### src/sv/assert_macros.svh
// Assertion helpers shared by the RTL files.
`ifndef ASSERT_MACROS_SVH
`define ASSERT_MACROS_SVH

// Checked on every rising edge of clk, off while rst_n is low.
`define ASSERT_CLK(lbl, prop, msg) \
    lbl: assert property (@(posedge clk) disable iff (!rst_n) (prop)) \
        else $error(msg);

// Checked on every rising edge of clk, reset included.
`define ASSERT_CLK_ALWAYS(lbl, prop, msg) \
    lbl: assert property (@(posedge clk) (prop)) \
        else $error(msg);

`endif

### src/sv/rgbdil_pkg.sv
package rgbdil_pkg;

    // Line buffer geometry
    localparam int MAX_WIDTH = 1024;
    localparam int COL_W     = $clog2(MAX_WIDTH);
    localparam int IMG_W_W   = 11;
    localparam int IMG_H_W   = 16;
    localparam int EFF_W_W   = (COL_W + 1 > IMG_W_W) ? COL_W + 1 : IMG_W_W;

    // Pixel word: red, green, blue
    localparam int CH_W  = 8;
    localparam int PIX_W = 3 * CH_W;

    // Register reset values
    localparam logic [IMG_W_W-1:0] IMG_WIDTH_RST  = IMG_W_W'(640);
    localparam logic [IMG_H_W-1:0] IMG_HEIGHT_RST = IMG_H_W'(480);

    // Register index (paddr[2])
    localparam logic REG_IMG_WIDTH  = 1'b0;
    localparam logic REG_IMG_HEIGHT = 1'b1;

    // Input word codes
    localparam logic FUNC_PIXEL = 1'b0;
    localparam logic FUNC_FLUSH = 1'b1;

    // Output word buffer depth
    localparam int OFIFO_DEPTH = 4;
    localparam int OFIFO_AW    = $clog2(OFIFO_DEPTH);

    // Control word carried with an item through the line buffer stage
    typedef struct packed {
        logic valid;
        logic pix_op;
        logic emit;
        logic interior;
        logic frame_end;
    } s1_ctl_t;

    // One output word
    typedef struct packed {
        logic [CH_W-1:0] red;
        logic [CH_W-1:0] green;
        logic [CH_W-1:0] blue;
        logic            frame_end;
    } result_t;

endpackage

### src/sv/rgbdil_ofifo.sv
`include "assert_macros.svh"

module rgbdil_ofifo (
    input  logic                             clk,
    input  logic                             rst_n,
    input  logic                             push,
    input  rgbdil_pkg::result_t              push_data,
    output logic                             pop_valid,
    input  logic                             pop_ready,
    output rgbdil_pkg::result_t              pop_data,
    output logic [rgbdil_pkg::OFIFO_AW:0]    count
);

    localparam int DEPTH = rgbdil_pkg::OFIFO_DEPTH;
    localparam int AW    = rgbdil_pkg::OFIFO_AW;

    rgbdil_pkg::result_t mem [DEPTH];
    logic [AW-1:0]       wr_ptr_reg;
    logic [AW-1:0]       rd_ptr_reg;
    logic [AW:0]         count_reg;
    logic [AW:0]         count_next;
    logic                pop;
    logic                full;
    logic                level_ok;

    assign pop       = pop_valid && pop_ready;
    assign pop_valid = (count_reg != '0);
    assign pop_data  = mem[rd_ptr_reg];
    assign count     = count_reg;
    assign full      = (count_reg == (AW+1)'(DEPTH));
    assign level_ok  = (count_reg <= (AW+1)'(DEPTH));

    always_comb
    begin
        count_next = count_reg;
        if (push && !pop)
        begin
            count_next = count_reg + 1'b1;
        end
        else if (!push && pop)
        begin
            count_next = count_reg - 1'b1;
        end
    end

    // Storage
    always_ff @(posedge clk)
    begin
        if (push)
        begin
            mem[wr_ptr_reg] <= push_data;
        end
    end

    // Pointers and fill level
    always_ff @(posedge clk or negedge rst_n)
    begin
        if (!rst_n)
        begin
            wr_ptr_reg <= '0;
            rd_ptr_reg <= '0;
            count_reg  <= '0;
        end
        else
        begin
            if (push)
            begin
                wr_ptr_reg <= wr_ptr_reg + 1'b1;
            end
            if (pop)
            begin
                rd_ptr_reg <= rd_ptr_reg + 1'b1;
            end
            count_reg <= count_next;
        end
    end

    `ASSERT_CLK(a_no_overflow, (push && !pop) |-> !full, "word pushed into full output buffer")
    `ASSERT_CLK_ALWAYS(a_count_bound, !rst_n || level_ok, "output buffer level out of range")

endmodule

### config.mk
export PLATFORM = sky130hd
export DESIGN_NAME = rgbdil_ofifo
export DESIGN_NICKNAME = d
export VERILOG_FILES = /design/src/sv/rgbdil_pkg.sv /design/src/sv/rgbdil_ofifo.sv
export VERILOG_INCLUDE_DIRS = /design/src /design/src/sv
export SDC_FILE = /design/constraint.sdc
export NUM_CORES = 1
export LEC_CHECK = 0
export ABC_AREA = 0
export BUFFER_PORTS_ARGS = -buffer_cell sky130_fd_sc_hd__buf_2
export CELL_PAD_IN_SITES_DETAIL_PLACEMENT = 1
export CELL_PAD_IN_SITES_GLOBAL_PLACEMENT = 1
export CORE_MARGIN = 2
export CORE_UTILIZATION = 50
export CTS_BUF_LIST = sky130_fd_sc_hd__clkbuf_2 sky130_fd_sc_hd__clkbuf_4 sky130_fd_sc_hd__clkbuf_8
export CTS_CLUSTER_DIAMETER = 40
export CTS_CLUSTER_SIZE = 28
export DETAILED_ROUTE_END_ITERATION = 8
export GPL_TIMING_DRIVEN = 0
export PLACE_DENSITY = 0.85
export RECOVER_POWER = 50
export SLEW_MARGIN = 0
export SYNTH_ARGS = -nofsm -noshare
export SYNTH_HDL_FRONTEND = slang
export SYNTH_SLANG_ARGS = --single-unit
### constraint.sdc
create_clock -name clk -period 3.2 [get_ports clk]
set_clock_uncertainty 0.05 [all_clocks]
set_input_delay 0.16 -clock clk [delete_from_list [all_inputs] [get_ports clk]]
set_output_delay 0.16 -clock clk [all_outputs]
set_load 0.01 [all_outputs]
; ---- After elaboration in Yosys (flattened, before gate mapping)
; Memory sizes are Yosys's and may differ from the RTL's.
; Cells that the tools add are included.
[word_totals]
reg_bits = 7
ramBits = 100
output_inout_bits = 29
wordCells = 19
mem_count = 1
[memory_table]
columns = memory, words, width, read_ports, rd_clocked_by_memory_dff, write_ports, line_no
row1 = mem, 4, 25, 1, 0, 1, rgbdil_ofifo.sv:17  ; rgbdil_pkg::result_t mem [DEPTH];
[op_classes]
n_addsub = 4
muxes = 4
reduce_logical = 7
[ops]
columns = op, count
row1 = 2-to-1 mux 3 bit, 2
row2 = adder 2 x 1 -> 2 bit (second input constant), 2
row3 = adder 3 x 1 -> 3 bit (second input constant), 1
row4 = logical AND 1 bit, 3
row5 = nonzero test 3 bit, 1
row6 = subtractor 3 x 1 -> 3 bit (second input constant), 1
row7 = zero test 1 bit, 2
row8 = 2-to-1 mux 1 bit, 2
row9 = nonzero test 2 bit, 1

; ---- Logic depth before layout (Yosys ltp)
[logic_depth]
ltp_word = 5
ltp_mapped = 8

; ---- Worst setup path before layout
; OpenSTA, ideal clock, no wires.
[synth_timing]
path_type = register to register
from = register count_reg[0] (netlist: count[0])
to = register count_reg[2] (netlist: count[2])
arrival_ns = 1.994
required_ns = 3.071
path_slack_ns = 1.076
stages_incl_launch_ff = 9
path_buffers = 0
synth_period_minus_slack_ns = 2.124
path_cell_list = dfrtp_1 -> or3_1 -> nand2_1 -> ha_1 -> inv_1 -> fa_1 -> xor2_1 -> nor2_1 -> xor2_1
[synth_between]
elab_chain_cells = 5
[synth_rtl]
columns = item, line_no
row1 = from (decl), rgbdil_ofifo.sv:20  ; logic [AW:0] count_reg;
row2 = from (signal assigned), rgbdil_ofifo.sv:74  ; count_reg <= count_next;
row3 = nonzero test 3 bit (*), rgbdil_ofifo.sv:27  ; assign pop_valid = (count_reg != '0);
row4 = net pop_valid, rgbdil_ofifo.sv:8  ; output logic pop_valid,
row5 = logical AND 1 bit (*), rgbdil_ofifo.sv:26  ; assign pop = pop_valid && pop_ready;
row6 = zero test 1 bit, rgbdil_ofifo.sv:36  ; if (push && !pop)
row7 = logical AND 1 bit, rgbdil_ofifo.sv:36
row8 = 2-to-1 mux 3 bit or nonzero test 2 bit (tied branches), --
; The timed path passes the listed nets; every way through them passes the cells marked *. The select of a mux whose other input is x is not followed.
; A chain may end at the register's enable or synchronous reset.

==> impl_metrics.json <==
{
  "fillers": 677,
  "grt_first_pass_wirelength_mm": 11.0,
  "synth_compound_area_frac": 0.00124,
  "grt_usage": 0.175,
  "grt_antenna_before_repair": 0,
  "die_w_microns": 93.9,
  "period_share": 0.748,
  "min-delay-start": "pop_ready",
  "path_max_fanout": 10,
  "num_vias": 1924,
  "cp.arrival_ps": 2180,
  "clock-sinks": 107,
  "synth.cell_area_sq_mm": 0.00404,
  "finalNetCount": 293,
  "grt_max_degree": 26,
  "ys_warn_count": 0,
  "path_clk_slew_ps": 90,
  "clock_latency_ps": 360,
  "required_ps": 2990,
  "synth_fa_ha_area_frac": 0.0204,
  "critPathTopFamily": "buffers and inverters",
  "diodes": 0,
  "max_slew_margin": 0.0993,
  "start_kind": "register",
  "p_total_w": 0.00406,
  "top_level_ports": 58,
  "yosys.cell_types.count": 19,
  "worstPathCellList": "clkbuf_1, buf_12, mux4_2, buf_2",
  "gr-total-overflow": 0,
  "rrSetupSlack_ps": 1040,
  "placementRows": 32,
  "wl_per_cell_microns": 19.1,
  "holdPathStages": 3,
  "placedCellCount": 323,
  "synthMuxAreaShare": 0.149,
  "synth_top_family_by_area": "multiplexers",
  "ant_nets": 0,
  "multi_input_area_sq_um": 788,
  "drive_above_1_share": 0.240,
  "setup_viol": 0,
  "synthCells": 164,
  "slowest_stage": "clkbuf_1",
  "area_growth_pct": 20.6,
  "path_buf_inv": 3,
  "r2r_cells": 8,
  "drt_iter0_drc": 88,
  "fmax_mhz": 418,
  "holdWs_ps": 32.2,
  "cpPeakStageDelay_ps": 580,
  "final_common_cell": "edfxtp_1",
  "initial_core_util": 0.521,
  "clockBufferDepth": 2,
  "cts_root_buf": "clkbuf_8",
  "fin_crit_ps": 2390,
  "dieArea_sq_mm": 0.00882,
  "whs_endpoint": "rd_ptr_reg[1]",
  "mostFrequentLayoutCells": "edfxtp_1 (100), clkbuf_1 (35), buf_2 (26), dlygate4sd3_1 (26), mux4_2 (18)",
  "die_h_microns": 93.9,
  "outcome": "finished clean",
  "synth_xor_xnor_area_share": 0.0130,
  "drc": 0,
  "setup_tns_ps": 0,
  "via_per_inst": 5.27,
  "postCtsHoldBufs": 26,
  "holdCritPathClass": "in2reg",
  "synth_simple_gate_area_share": 0.0118,
  "crit_type": "reg2out",
  "cap_violations": 0,
  "numCtsBuffers": 9,
  "first_global_vias": 2050,
  "hold_viol": 0,
  "r2r_end": "count[2]",
  "ys_seq_area_frac": 0.786,
  "endpoint_kind": "output pin",
  "portBuffers": 57,
  "cts_htree_levels": 3,
  "dp_hpwl_mm": 4.42,
  "cts.repair.resized": 0,
  "power_density_mw_per_mm2": 832,
  "post_layout_nonfiller_instances": 365,
  "routabilityCongestion": 0.662,
  "synthesis.nets": 199,
  "peakVddDrop_uv": 465,
  "largest_reg_flops": 100,
  "reg2reg_from": "count[0]",
  "tightest_slew_ps": 1350,
  "post-cts-setup-buffer-count": 0,
  "finalWirelength_mm": 6.97,
  "dr.pass1.iters": 4,
  "crit_start": "rd_ptr_reg[0]",
  "rsz0062_at_grt": "false",
  "area.sequential_sq_mm": 0.00318,
  "synth_area_per_cell_sq_um": 24.7,
  "leakage_nw": 1.67,
  "coreArea_sq_mm": 0.00777,
  "drv_slew": 0,
  "ys_ff_latch": 107,
  "cts_tree": "done"
}
[cell usage after synthesis]
library cell | instances | share of area
mux2_2 | 1 | 0.0028
nand3_1 | 1 | 0.0012
buf_6 | 1 | 0.0028
xnor2_1 | 3 | 0.0065
or3_1 | 1 | 0.0015
xor2_1 | 3 | 0.0065
nand2_1 | 2 | 0.0019
inv_1 | 3 | 0.0028
mux4_1 | 7 | 0.045
ha_1 | 5 | 0.015
buf_12 | 2 | 0.0099
buf_2 | 3 | 0.0037
edfxtp_1 | 100 | 0.74
and2_1 | 4 | 0.0062
dfrtp_1 | 7 | 0.043
mux4_2 | 18 | 0.10
o21ai_0 | 1 | 0.0012
nor2_1 | 1 | 0.00093
fa_1 | 1 | 0.0050
[cells by family after synthesis]
family          Yosys count
buf+inv                   9
simple gates              9
compound gates            1
fa+ha+maj                 6
flops                   107
xor+xnor                  6
mux                      26
[worst register-to-register path, cell delays in order, from the launching register on]
cell	delay (ps)
dfrtp_1	450
or3_1	440
nand2_1	130
ha_1	190
inv_1	60
fa_1	370
xor2_1	150
nor2_1	110
xor2_1	150
[through the flow]
step                setup slack (ps)   util  instance area [sq um]
global route                     668  0.628                   4880
floorplan                       1080      -                   4040
detailed placement              1020  0.574                   4460
finish                           806  0.628                   4880
CTS                             1010  0.634                   4930
global placement                1070  0.574                   4460
[area by class of cell]
cell class,instances,area share
buffer,6,0.0121
clock buffer,9,0.0254
clock inverter,7,0.0177
inverter,3,0.00231
multi-input combinational,48,0.162
sequential,107,0.652
tap,102,0.0262
timing repair buffer,83,0.103
[metal layers]
metal,track usage,wire length (microns)
met2,0.283,3540
met3,0.0393,303
met5,0,0
met1,0.227,3010
met4,0.0809,110
[where the power goes]
group	leakage [nW]	switching, W	internal, W
logic	0.566	0.000675	0.000615
registers	1.00	0.0000865	0.00185
clock network	0.107	0.000461	0.000375
[worst max path at each step]
stage / to / slack, ps / cells after the start
global placement: count[2] / 1070 / 8
finish: pop_data[7] / 810 / 4
global route: pop_data[7] / 670 / 4
floorplan: count[2] / 1080 / 8
detailed placement: mem[0][19] / 1020 / 3
CTS: mem[0][19] / 1010 / 3
Note: power is estimated with default switching activity, not from simulation.
